`config.mk`:
```
export PLATFORM = sky130hd
export DESIGN_NAME = dhcp_lease_option_parser
export DESIGN_NICKNAME = d
export VERILOG_FILES = /design/src/rtl/core/dhcp_lop_pkg.sv /design/src/rtl/core/dhcp_lease_option_parser.sv
export SDC_FILE = /design/constraint.sdc
export NUM_CORES = 2
export LEC_CHECK = 0
export BUFFER_PORTS_ARGS = -buffer_cell sky130_fd_sc_hd__buf_4
export CAP_MARGIN = 20
export CELL_PAD_IN_SITES_DETAIL_PLACEMENT = 1
export CELL_PAD_IN_SITES_GLOBAL_PLACEMENT = 1
export CORE_MARGIN = 2
export CORE_UTILIZATION = 51
export CTS_CLUSTER_SIZE = 25
export DETAILED_ROUTE_END_ITERATION = 8
export PLACE_DENSITY = 0.89
export SYNTH_ARGS = -nofsm -noshare
export SYNTH_HDL_FRONTEND = slang
export SYNTH_SLANG_ARGS = --single-unit
```
`constraint.sdc`:
```
create_clock -name clk -period 54.2 [get_ports clk]
set_input_delay 10.84 -clock clk [delete_from_list [all_inputs] [get_ports clk]]
set_output_delay 10.84 -clock clk [all_outputs]
set_load 0.05 [all_outputs]
```
`src/rtl/core/dhcp_lop_pkg.sv`:
```
// dhcp lease option parser package: option codes, cookie bytes, store and result types
`timescale 1ns / 1ps

package dhcp_lop_pkg;

  // configuration register indexes
  localparam int unsigned CFG_INDEX_W = 1;
  localparam logic [CFG_INDEX_W-1:0] CFG_PORTSET_CODE = 1'b0;
  localparam logic [CFG_INDEX_W-1:0] CFG_LPR_CODE     = 1'b1;

  // configuration reset values
  localparam logic [7:0] PORTSET_CODE_RST = 8'd224;
  localparam logic [7:0] LPR_CODE_RST     = 8'd9;

  // fixed option codes
  localparam logic [7:0] OPT_PAD    = 8'd0;
  localparam logic [7:0] OPT_MASK   = 8'd1;
  localparam logic [7:0] OPT_ROUTER = 8'd3;
  localparam logic [7:0] OPT_DNS    = 8'd6;
  localparam logic [7:0] OPT_LEASE  = 8'd51;
  localparam logic [7:0] OPT_SERVER = 8'd54;
  localparam logic [7:0] OPT_RENEW  = 8'd58;
  localparam logic [7:0] OPT_END    = 8'hff;

  // magic cookie, one byte per position
  function automatic logic [7:0] cookie_byte(input logic [1:0] pos);
    logic [7:0] b;
    unique case (pos)
      2'd0: b = 8'h63;
      2'd1: b = 8'h82;
      2'd2: b = 8'h53;
      2'd3: b = 8'h63;
      default: b = 8'h63;
    endcase
    return b;
  endfunction

  // captured lease values of one packet
  typedef struct packed {
    logic [31:0] client;
    logic [31:0] server;
    logic [31:0] mask;
    logic [31:0] router;
    logic [31:0] dns;
    logic [31:0] ctrl;
    logic [31:0] lease;
    logic [31:0] renew;
    logic [15:0] port_index;
    logic [15:0] port_mask;
  } store_t;

  // one result transaction
  typedef struct packed {
    store_t lease;
    logic   cookie_valid;
  } result_t;

endpackage

```
`src/rtl/core/dhcp_lease_option_parser.sv`:
```
// DHCP lease option parser: cookie check, option walk and lease result output
`timescale 1ns / 1ps

// Takes the options area of a DHCP reply one byte per transaction, cookie
// first, and gives one result transaction after the byte flagged last_byte.
// A byte is taken while in_stall is low; the parse state is updated by short
// logic in the cycle it is accepted, and the result is registered as the last
// byte is accepted, into the output register or, while that is held, into a
// skid register behind it, so in_stall rises only while two results are
// waiting; a byte stream with at most one unread result never stalls. A byte
// with first_byte restarts parsing at once; bytes seen while no packet is open
// are dropped. Registers 0 and 1 set the port-set and LPR option codes and may
// be written only while no packet is being parsed or delivered.

module dhcp_lease_option_parser (
  input  logic        clk,
  input  logic        rst_n,
  // input channel
  input  logic        in_valid,
  output logic        in_stall,
  input  logic [7:0]  in_option_byte,
  input  logic        in_first_byte,
  input  logic        in_last_byte,
  input  logic [31:0] in_offered_address,
  // result channel
  output logic        out_valid,
  input  logic        out_stall,
  output logic [31:0] out_client_address,
  output logic [31:0] out_server_address,
  output logic [31:0] out_subnet_mask,
  output logic [31:0] out_router_address,
  output logic [31:0] out_dns_address,
  output logic [31:0] out_controller_address,
  output logic [31:0] out_lease_seconds,
  output logic [31:0] out_renew_seconds,
  output logic [15:0] out_port_index,
  output logic [15:0] out_port_mask,
  output logic        out_cookie_valid,
  // configuration port
  input  logic                                cfg_write_en,
  input  logic [dhcp_lop_pkg::CFG_INDEX_W-1:0] cfg_index,
  input  logic [7:0]                          cfg_wdata
);

  typedef enum logic [5:0] {
    PH_IDLE   = 6'b000001,
    PH_COOKIE = 6'b000010,
    PH_CODE   = 6'b000100,
    PH_LEN    = 6'b001000,
    PH_DATA   = 6'b010000,
    PH_END    = 6'b100000
  } phase_t;

  // configuration registers
  logic [7:0] portset_code_r;
  logic [7:0] lpr_code_r;

  // parse state
  phase_t               phase_r, phase_nxt;
  logic [1:0]           cpos_r, cpos_nxt;
  logic                 good_r, good_nxt;
  logic [7:0]           code_r, code_nxt;
  logic [7:0]           left_r, left_nxt;
  logic [2:0]           dpos_r, dpos_nxt;
  logic [31:0]          vshift_r, vshift_nxt;
  dhcp_lop_pkg::store_t store_r, store_nxt;

  // output register and skid
  logic                  out_valid_r;
  dhcp_lop_pkg::result_t out_data_r;
  logic                  skid_valid_r;
  dhcp_lop_pkg::result_t skid_data_r;

  logic                  in_acc;
  logic                  out_pop;
  logic                  commit;
  logic [31:0]           commit_val;
  logic                  produce;
  dhcp_lop_pkg::result_t result;

  assign in_stall = skid_valid_r;
  assign in_acc   = in_valid && !skid_valid_r;
  assign out_pop  = out_valid_r && !out_stall;

  // configuration writes
  always_ff @(posedge clk) begin
    if (!rst_n) begin
      portset_code_r <= dhcp_lop_pkg::PORTSET_CODE_RST;
      lpr_code_r     <= dhcp_lop_pkg::LPR_CODE_RST;
    end else if (cfg_write_en) begin
      unique case (cfg_index)
        dhcp_lop_pkg::CFG_PORTSET_CODE: portset_code_r <= cfg_wdata;
        dhcp_lop_pkg::CFG_LPR_CODE:     lpr_code_r     <= cfg_wdata;
        default: ;
      endcase
    end
  end

  // byte step: restart, phase update, option commit and result build
  always_comb begin
    phase_nxt  = phase_r;
    cpos_nxt   = cpos_r;
    good_nxt   = good_r;
    code_nxt   = code_r;
    left_nxt   = left_r;
    dpos_nxt   = dpos_r;
    vshift_nxt = vshift_r;
    store_nxt  = store_r;
    commit     = 1'b0;
    commit_val = 32'd0;
    produce    = 1'b0;
    result     = '0;

    // new packet clears everything
    if (in_first_byte) begin
      phase_nxt        = PH_COOKIE;
      cpos_nxt         = 2'd0;
      good_nxt         = 1'b1;
      code_nxt         = 8'd0;
      left_nxt         = 8'd0;
      dpos_nxt         = 3'd0;
      vshift_nxt       = 32'd0;
      store_nxt        = '0;
      store_nxt.client = in_offered_address;
    end

    // phase step
    unique case (phase_nxt)
      PH_COOKIE: begin
        if (in_option_byte != dhcp_lop_pkg::cookie_byte(cpos_nxt)) good_nxt = 1'b0;
        if (cpos_nxt == 2'd3) begin
          cpos_nxt  = 2'd0;
          phase_nxt = PH_CODE;
        end else begin
          cpos_nxt = cpos_nxt + 2'd1;
        end
      end
      PH_CODE: begin
        if (in_option_byte == dhcp_lop_pkg::OPT_END) begin
          phase_nxt = PH_END;
        end else if (in_option_byte != dhcp_lop_pkg::OPT_PAD) begin
          code_nxt  = in_option_byte;
          phase_nxt = PH_LEN;
        end
      end
      PH_LEN: begin
        left_nxt   = in_option_byte;
        dpos_nxt   = 3'd0;
        vshift_nxt = 32'd0;
        if (in_option_byte == 8'd0) begin
          commit    = 1'b1;
          phase_nxt = PH_CODE;
        end else begin
          phase_nxt = PH_DATA;
        end
      end
      PH_DATA: begin
        if (dpos_nxt < 3'd4) begin
          vshift_nxt = {vshift_nxt[23:0], in_option_byte};
          dpos_nxt   = dpos_nxt + 3'd1;
        end
        left_nxt = left_nxt - 8'd1;
        if (left_nxt == 8'd0) begin
          commit    = 1'b1;
          phase_nxt = PH_CODE;
        end
      end
      default: ;
    endcase

    // buffer end inside an option stores what was received
    if (in_last_byte && phase_nxt != PH_IDLE) begin
      if (phase_nxt == PH_LEN) begin
        dpos_nxt   = 3'd0;
        vshift_nxt = 32'd0;
        commit     = 1'b1;
      end else if (phase_nxt == PH_DATA) begin
        commit = 1'b1;
      end
    end

    // zero-fill on the right
    unique case (dpos_nxt)
      3'd0:    commit_val = 32'd0;
      3'd1:    commit_val = {vshift_nxt[7:0], 24'd0};
      3'd2:    commit_val = {vshift_nxt[15:0], 16'd0};
      3'd3:    commit_val = {vshift_nxt[23:0], 8'd0};
      default: commit_val = vshift_nxt;
    endcase

    // store the option into every capture that matches its code
    if (commit) begin
      unique case (code_nxt)
        dhcp_lop_pkg::OPT_MASK:   store_nxt.mask   = commit_val;
        dhcp_lop_pkg::OPT_ROUTER: store_nxt.router = commit_val;
        dhcp_lop_pkg::OPT_DNS:    store_nxt.dns    = commit_val;
        dhcp_lop_pkg::OPT_SERVER: store_nxt.server = commit_val;
        dhcp_lop_pkg::OPT_LEASE:  store_nxt.lease  = commit_val;
        dhcp_lop_pkg::OPT_RENEW:  store_nxt.renew  = commit_val;
        default: ;
      endcase
      if (code_nxt == lpr_code_r) store_nxt.ctrl = commit_val;
      if (code_nxt == portset_code_r) begin
        store_nxt.port_index = commit_val[31:16];
        store_nxt.port_mask  = commit_val[15:0];
      end
    end

    // result on the last byte of an open packet
    if (in_last_byte && phase_nxt != PH_IDLE) begin
      produce      = 1'b1;
      result.lease = store_nxt;
      if (store_nxt.renew == 32'd0) result.lease.renew = {1'b0, store_nxt.lease[31:1]};
      result.cookie_valid = (phase_nxt != PH_COOKIE) && good_nxt;
      phase_nxt = PH_IDLE;
    end
  end

  // parse state registers
  always_ff @(posedge clk) begin
    if (!rst_n) begin
      phase_r  <= PH_IDLE;
      cpos_r   <= 2'd0;
      good_r   <= 1'b1;
      code_r   <= 8'd0;
      left_r   <= 8'd0;
      dpos_r   <= 3'd0;
      vshift_r <= 32'd0;
      store_r  <= '0;
    end else if (in_acc) begin
      phase_r  <= phase_nxt;
      cpos_r   <= cpos_nxt;
      good_r   <= good_nxt;
      code_r   <= code_nxt;
      left_r   <= left_nxt;
      dpos_r   <= dpos_nxt;
      vshift_r <= vshift_nxt;
      store_r  <= store_nxt;
    end
  end

  // output register with skid
  always_ff @(posedge clk) begin
    if (!rst_n) begin
      out_valid_r  <= 1'b0;
      skid_valid_r <= 1'b0;
    end else if (skid_valid_r) begin
      if (out_pop) begin
        skid_valid_r <= 1'b0;
      end
    end else if (in_acc && produce) begin
      if (!out_valid_r || out_pop) begin
        out_valid_r <= 1'b1;
      end else begin
        skid_valid_r <= 1'b1;
      end
    end else if (out_pop) begin
      out_valid_r <= 1'b0;
    end
  end

  // result payload registers
  always_ff @(posedge clk) begin
    if (skid_valid_r) begin
      if (out_pop) out_data_r <= skid_data_r;
    end else if (in_acc && produce) begin
      if (!out_valid_r || out_pop) begin
        out_data_r <= result;
      end else begin
        skid_data_r <= result;
      end
    end
  end

  assign out_valid              = out_valid_r;
  assign out_client_address     = out_data_r.lease.client;
  assign out_server_address     = out_data_r.lease.server;
  assign out_subnet_mask        = out_data_r.lease.mask;
  assign out_router_address     = out_data_r.lease.router;
  assign out_dns_address        = out_data_r.lease.dns;
  assign out_controller_address = out_data_r.lease.ctrl;
  assign out_lease_seconds      = out_data_r.lease.lease;
  assign out_renew_seconds      = out_data_r.lease.renew;
  assign out_port_index         = out_data_r.lease.port_index;
  assign out_port_mask          = out_data_r.lease.port_mask;
  assign out_cookie_valid       = out_data_r.cookie_valid;

  // skid holds a result only behind a full output register
  a_skid_behind_out: assert property (@(posedge clk) disable iff (!rst_n)
    skid_valid_r |-> out_valid_r)
    else $error("skid full while output register empty");

  // skid fills only from an accepted last byte
  a_skid_from_last: assert property (@(posedge clk) disable iff (!rst_n)
    $rose(skid_valid_r) |-> $past(in_valid && !in_stall && in_last_byte))
    else $error("skid filled without a last byte");

  // a first byte that is not also last opens the cookie phase
  a_first_opens_cookie: assert property (@(posedge clk) disable iff (!rst_n)
    (in_acc && in_first_byte && !in_last_byte) |=> (phase_r == PH_COOKIE))
    else $error("first byte did not restart cookie check");

  // after a last byte the parser is closed
  a_last_closes: assert property (@(posedge clk) disable iff (!rst_n)
    (in_acc && in_last_byte) |=> (phase_r == PH_IDLE))
    else $error("parser still open after last byte");

endmodule

```
# Yosys cells after proc, flatten, opt, wreduce, memory -nomap -nowiden
# Cells that the tools add are included.
# W data, S select, Z words.
dict set report totals {
  reg_bits 944
  elab_cells 163
}
dict set report classes {
  eq_ne 26
  bitwise 3
  order_cmp 1
  muxes 63
  n_reduce_logical 24
  n_addsub 3
}
# op count
set op_table {}
lappend op_table {{$mux W289} 5}
lappend op_table {{$mux W32} 13}
lappend op_table {{$mux W288} 1}
lappend op_table {{$mux W256} 1}
lappend op_table {{$pmux W32 S4} 1}
lappend op_table {{$pmux W32 S2} 1}
lappend op_table {{$mux W8} 6}
lappend op_table {{$mux W6} 6}
lappend op_table {{$logic_not A32 Y1} 1}
lappend op_table {{$eq A8 B6 Y1 const B} 3}
lappend op_table {{$pmux W6 S4} 1}
lappend op_table {{$pmux W8 S3} 1}
lappend op_table {{$eq A8 B8 Y1} 2}
lappend op_table {{$logic_not A8 Y1} 2}
lappend op_table {{$mux W1} 16}
lappend op_table {{$pmux W8 S2} 1}
lappend op_table {{$eq A6 B4 Y1 const B} 2}
lappend op_table {{$eq A6 B5 Y1 const B} 2}
lappend op_table {{$mux W3} 4}
lappend op_table {{$reduce_and A3 Y1} 3}
lappend op_table {{$eq A8 B1 Y1 const B} 1}
lappend op_table {{$eq A8 B2 Y1 const B} 1}
lappend op_table {{$eq A8 B3 Y1 const B} 1}
lappend op_table {{$eq A8 B8 Y1 const B} 1}
lappend op_table {{other kinds (28)} 44}

# Longest topological paths before layout
dict set report logic_depth {
  word_depth 18
  mapped_depth 23
  depth_no_buf 14
}

# Worst setup path before layout
# No wires, ideal clock.
dict set report synth_timing {
  kind {input -> register}
  from {input in_first_byte}
  to {register out_data_r, in the netlist out_client_address[0] (enable)}
  path_buffers 7
  path_slack_ns 25.490
  stages 18
  t_required_ns 53.165
  arrival_ns 27.676
  path_cell_list {buf_2 -> inv_1 -> clkbuf_1 -> clkbuf_1 -> clkbuf_1 -> buf_1 -> nand2_1 -> ha_1 -> nand3b_1 -> or2_2 -> a211o_1 -> a31o_2 -> o21ai_1 -> clkbuf_1 -> clkbuf_1 -> nor2_1 -> a21oi_1 -> a21oi_1}
}
dict set report synth_via {
  elab_chain_cells 11
}
# item line_no
set synth_rtl {}
lappend synth_rtl {{start: declaration} dhcp_lease_option_parser.sv:22} ;# input logic in_first_byte,
lappend synth_rtl {{$mux W8} dhcp_lease_option_parser.sv:115} ;# if (in_first_byte) begin
lappend synth_rtl {{$sub A8 B1 Y8} dhcp_lease_option_parser.sv:162} ;# left_nxt = left_nxt - 8'd1;
lappend synth_rtl {{$logic_not A8 Y1} dhcp_lease_option_parser.sv:163} ;# if (left_nxt == 8'd0) begin
lappend synth_rtl {{$mux W6} dhcp_lease_option_parser.sv:163}
lappend synth_rtl {{$pmux W6 S4 (*)} dhcp_lease_option_parser.sv:128} ;# unique case (phase_nxt)
lappend synth_rtl {{$ne A6 B1 Y1 (*)} dhcp_lease_option_parser.sv:210} ;# if (in_last_byte && phase_nxt != PH_IDLE) begin
lappend synth_rtl {{$logic_and A1 B1 Y1 (*)} dhcp_lease_option_parser.sv:210}
lappend synth_rtl {{$mux W1 (*)} dhcp_lease_option_parser.sv:210}
lappend synth_rtl {{$logic_and A1 B1 Y1 (*)} dhcp_lease_option_parser.sv:266} ;# end else if (in_acc && produce) begin
lappend synth_rtl {{$reduce_bool A2 Y1 (no line) (*)} n/a}
lappend synth_rtl {{$reduce_and A3 Y1 (no line) (*)} n/a}
lappend synth_rtl {{end signal: assignment} dhcp_lease_option_parser.sv:265} ;# if (out_pop) out_data_r <= skid_data_r;
lappend synth_rtl {{end signal: assignment} dhcp_lease_option_parser.sv:268} ;# out_data_r <= result;
lappend synth_rtl {{end: declaration} dhcp_lease_option_parser.sv:70} ;# dhcp_lop_pkg::result_t out_data_r;
# Every way passes the cells marked *; elsewhere a longest branch is shown, timed or not.
# A chain may end at the register's enable or synchronous reset.

# Worst setup path after layout
dict set report layout_timing {
  from {input in_first_byte}
  to {register out_data_r, in the netlist out_server_address[25], data pin}
}
dict set report layout_via {
  elab_chain_cells 16
}
# item line_no
set layout_rtl {}
lappend layout_rtl {{$mux W8} dhcp_lease_option_parser.sv:115}
lappend layout_rtl {{$sub A8 B1 Y8} dhcp_lease_option_parser.sv:162}
lappend layout_rtl {{$logic_not A8 Y1} dhcp_lease_option_parser.sv:163}
lappend layout_rtl {{$mux W6} dhcp_lease_option_parser.sv:163}
lappend layout_rtl {{$pmux W6 S4} dhcp_lease_option_parser.sv:128}
lappend layout_rtl {{$eq A6 B4 Y1 or $ne A6 B1 Y1 (tied branches)} {dhcp_lease_option_parser.sv:173, dhcp_lease_option_parser.sv:172, dhcp_lease_option_parser.sv:210}}
lappend layout_rtl {{$mux W3 or $logic_and A1 B1 Y1 (tied branches)} {dhcp_lease_option_parser.sv:173, dhcp_lease_option_parser.sv:172, dhcp_lease_option_parser.sv:210}}
lappend layout_rtl {{$mux W3} dhcp_lease_option_parser.sv:172} ;# if (in_last_byte && phase_nxt != PH_IDLE) begin
lappend layout_rtl {{$eq A3 B2 Y1 (tied with other cells)} dhcp_lease_option_parser.sv:183} ;# unique case (dpos_nxt)
lappend layout_rtl {{$pmux W32 S4} dhcp_lease_option_parser.sv:183}
lappend layout_rtl {{$mux W32} dhcp_lease_option_parser.sv:193} ;# unique case (code_nxt)
lappend layout_rtl {{$mux W256} dhcp_lease_option_parser.sv:192} ;# if (commit) begin
lappend layout_rtl {{$mux W289 (*)} dhcp_lease_option_parser.sv:210}
lappend layout_rtl {{$mux W289 (*)} dhcp_lease_option_parser.sv:267} ;# if (!out_valid_r || out_pop) begin
lappend layout_rtl {{$mux W289 (*)} dhcp_lease_option_parser.sv:266}
lappend layout_rtl {{$mux W289 (*)} dhcp_lease_option_parser.sv:264} ;# if (skid_valid_r) begin
# Every way passes the cells marked *; elsewhere a longest branch is shown, timed or not. The select of a mux whose other input is x is not followed.

==> results.py <==
metrics = {
    "floorplan": {
        "dieArea_sq_um": 85000,
        "die_y_microns": 292,
        "initial_utilization_pct": 51.5,
        "die_w_microns": 292,
        "pin_count": 347,
        "core_sq_um": 82000,
        "row_count": 105,
    },
    "setup_path": {
        "setup.worst_path.start": "in_first_byte",
        "path_cells": "buf_8, inv_2, nand2_1, ha_1, nand3b_1, or2_2, a211o_1, a31o_2, o21ai_4, buf_4, buf_4, buf_4, buf_4, o31ai_1",
        "worst_setup_path_end_kind": "flop",
        "crit_cells": 14,
        "path_class": "in2reg",
        "cp-endpoint": "out_server_address[25]$_DFFE_PP_",
        "crit_path_start_kind": "input pin",
        "path_delay_family": "buffers and inverters",
        "cp_data_required_time_ps": 54550,
        "ff2ff_setup_slack_ps": 47710,
        "r2r-end": "out_server_address[25]$_DFFE_PP_",
        "cp.arrival_ps": 16750,
        "reg2reg_depth": 13,
        "cp_slowest_cell": "buf_4",
        "path_max_fanout": 102,
        "crit_buf_inv": 6,
        "path_common_cell": "buf_4",
        "critPathMaxStageDelay_ps": 950,
        "reg2reg_from": "phase_r[4]$_SDFFE_PN0P_",
    },
    "cts": {
        "cts_root_buffer": "clkbuf_16",
        "cts_setup_buffers": 0,
        "ctsLongestPathBuffers": 3,
        "clkTransAtPathRegs_ps": 60,
        "cts-htree-levels": 3,
        "clock_latency_ps": 690,
        "post_cts_resized": 0,
        "cts.sinks": 944,
        "cts_buffers": 100,
        "cts_hold_buf": 0,
        "cts_tree": "built",
    },
    "sta": {
        "finalHoldViolCount": 0,
        "finalCritPeriodShare_pct": 30.3,
        "whs_ps": 468,
        "rsz0062_at_grt": "false",
        "finalClockSkew_ps": 45.1,
        "setup_violations": 0,
        "max_freq_mhz": 61.0,
        "maxSlewHeadroom_pct": 16.5,
        "fin_crit_ps": 16400,
        "tightest_slew_ps": 1250,
        "finalSetupTns_ps": 0,
        "finalMaxSlewViolations": 0,
    },
    "final_layout": {
        "area_growth_syn_to_layout_pct": 15.9,
        "regArea_sq_um": 24700,
        "finalNetCount": 4204,
        "layout-drive-gt1-share_pct": 16.3,
        "diodes": 0,
        "multi_input_area_sq_um": 16100,
        "fillers": 8571,
    },
    "grt": {
        "grt_first_pass_wirelength_microns": 219000,
        "antenna_found_initial": 3,
        "track_usage_pct": 33.3,
        "overflow": 0,
        "grt_max_degree": 195,
        "grt_pass1_vias": 35200,
    },
    "place": {
        "io_buffers": 346,
        "gp_congestion": 0.902,
        "dpl.hpwl_microns": 85400,
    },
    "routing": {
        "viasPerCell": 6.55,
        "vias": 34700,
        "ant_nets": 0,
        "first_pass_iters": 6,
        "wl_microns": 148000,
        "drc": 0,
        "wl_per_cell_microns": 27.9,
        "initialDrtViolationCount": 4197,
    },
    "synthesis": {
        "synth_most_common_cell": "edfxtp_1",
        "synth_area_per_cell_sq_um": 10.5,
        "yosys.area.top_type": "edfxtp_1",
        "synth.cell_area_sq_um": 42200,
        "seq_area_frac_synth_pct": 58.5,
        "synth_mux_area_share_pct": 2.10,
        "syn_inst": 4001,
        "yosys.area_share.xor_xnor_pct": 0.478,
        "synthTopCellsByArea": "edfxtp_1 41%, dfxtp_1 17%, a22oi_1 4.7%, o31ai_1 4.3%, nand2_1 4.3%",
        "ys_warn_count": 0,
        "ys_types": 78,
        "synth_top_family_by_area": "simple AND/OR/NAND/NOR gates",
        "yosys.area.top_type_share_pct": 41.1,
        "synthTopCellsByCount": "578 x edfxtp_1, 479 x nand2_1, 366 x dfxtp_1",
        "synthAdderAreaFrac_pct": 0.148,
        "syn_nets": 4062,
        "postSynth.asyncResetShare_pct": 0,
        "ys_seq_elements": 944,
        "synthFlopType": "edfxtp_1",
        "yosys.area_share.simple_pct": 18.1,
        "synth-compound-area-share_pct": 16.9,
        "synth-edff-count": 578,
    },
    "power_and_ir_drop": {
        "p_leak_nw": 16.1,
        "ir_worst_vdd_mv": 0.0273,
        "powerDensity_nw_per_um2": 32.7,
    },
    "run_status": {
        "outcome": "completed",
    },
    "flow_run": {
        "cap_violations": 0,
    },
    "worst_hold_path": {
        "min_path_type": "reg2reg",
    },
}
per-stage QoR:
| stage | utilization [%] | worst slack, ps | cell area, sq um | total power, W | instances |
|---|---|---|---|---|---|
| after global placement | 55.5 | 37510 | 45500 | 0.000906 | 5105 |
| after detailed placement | 55.5 | 37300 | 45500 | 0.000909 | 5105 |
| final | 59.7 | 37800 | 48900 | 0.00160 | 5300 |
| after global routing | 59.7 | 37600 | 48900 | 0.00164 | 5300 |
| after CTS | 59.5 | 37980 | 48800 | 0.00160 | 5294 |
| after floorplan | - | 25490 | 42200 | 0.000877 | 4001 |
worst min path at each step:
stage,slack (ps),depth (start not counted),from,end
after floorplan,440,2,vshift_r[26]$_SDFFE_PN0P_,vshift_r[26]$_SDFFE_PN0P_
after global placement,450,2,vshift_r[26]$_SDFFE_PN0P_,vshift_r[26]$_SDFFE_PN0P_
after detailed placement,460,2,vshift_r[26]$_SDFFE_PN0P_,vshift_r[26]$_SDFFE_PN0P_
after CTS,470,2,vshift_r[26]$_SDFFE_PN0P_,vshift_r[26]$_SDFFE_PN0P_
after global routing,500,2,store_r[261]$_SDFFE_PN0P_,store_r[261]$_SDFFE_PN0P_
final,470,2,store_r[261]$_SDFFE_PN0P_,store_r[261]$_SDFFE_PN0P_
logic make-up (layout without fill, tap and decap cells):
family,after synthesis,count (layout)
simple gates,1501,1501
flops,944,944
fa+ha+maj,5,5
mux,83,83
buf+inv,407,636
compound gates,1038,1038
xor+xnor,23,23
final cells by class:
cell class | count | area share, %
Clock buffer | 136 | 5.58
Clock inverter | 53 | 1.15
Inverter | 13 | 0.0998
Multi-Input combinational cell | 2650 | 33.0
Sequential cell | 944 | 50.5
Tap cell | 1070 | 2.74
Timing Repair Buffer | 434 | 6.95
power by group:
part / internal, W / switching, W
Combinational: 0.0000300 / 0.0000876
Clock: 0.000402 / 0.000301
Sequential: 0.000773 / 0.00000770
Total: 0.00120 / 0.000396
sequential cells by signal, summed over array words and instances (netlist names):
signal                  flops
lpr_code_r                  8
skid_data_r               289
out_router_address         32
store_r                   288
out_renew_seconds          32
out_port_mask              16
left_r                      8
portset_code_r              8
good_r                      1
out_valid                   1
vshift_r                   32
out_dns_address            32
out_cookie_valid            1
in_stall                    1
cpos_r                      2
dpos_r                      3
out_server_address         32
out_subnet_mask            32
code_r                      8
phase_r                     6
out_client_address         32
out_port_index             16
out_controller_address     32
out_lease_seconds          32
worst reg2reg max path: stages (launching register included):
cell and delay [ps]:
dfxtp_1 690, xor2_1 410, o21ai_0 150, o21ai_0 200
a21oi_1 120, or2_2 360, a221oi_1 360, nand4_1 220
o21ai_4 190, buf_4 630, buf_4 670, buf_4 870
buf_4 1040, o31ai_1 270
cell usage in the layout (no fill, tap or decap), types with 36 or more instances in the layout:
cell type,Yosys,final
clkbuf_16,0,102
buf_4,2,424
dfxtp_1,366,365
nand3_1,36,36
nor2b_1,265,264
mux2_2,44,44
nor3b_1,221,221
a21oi_1,252,246
mux2i_1,39,39
edfxtp_1,578,578
o21ai_0,59,59
o31ai_1,241,241
a21boi_0,61,61
a22oi_1,266,266
nand2_1,479,479
nor2_1,334,324
per-layer routing:
layer	vias up	part of all wire (%)	global-route usage (%)
met1	17500	38	42.6
met2	1949	48	54.8
met4	6	5.3	16.4
met5	-	0.043	0
li1	14900	-	-
met3	462	8.5	5.72
Power figures use the tool's default switching activity.
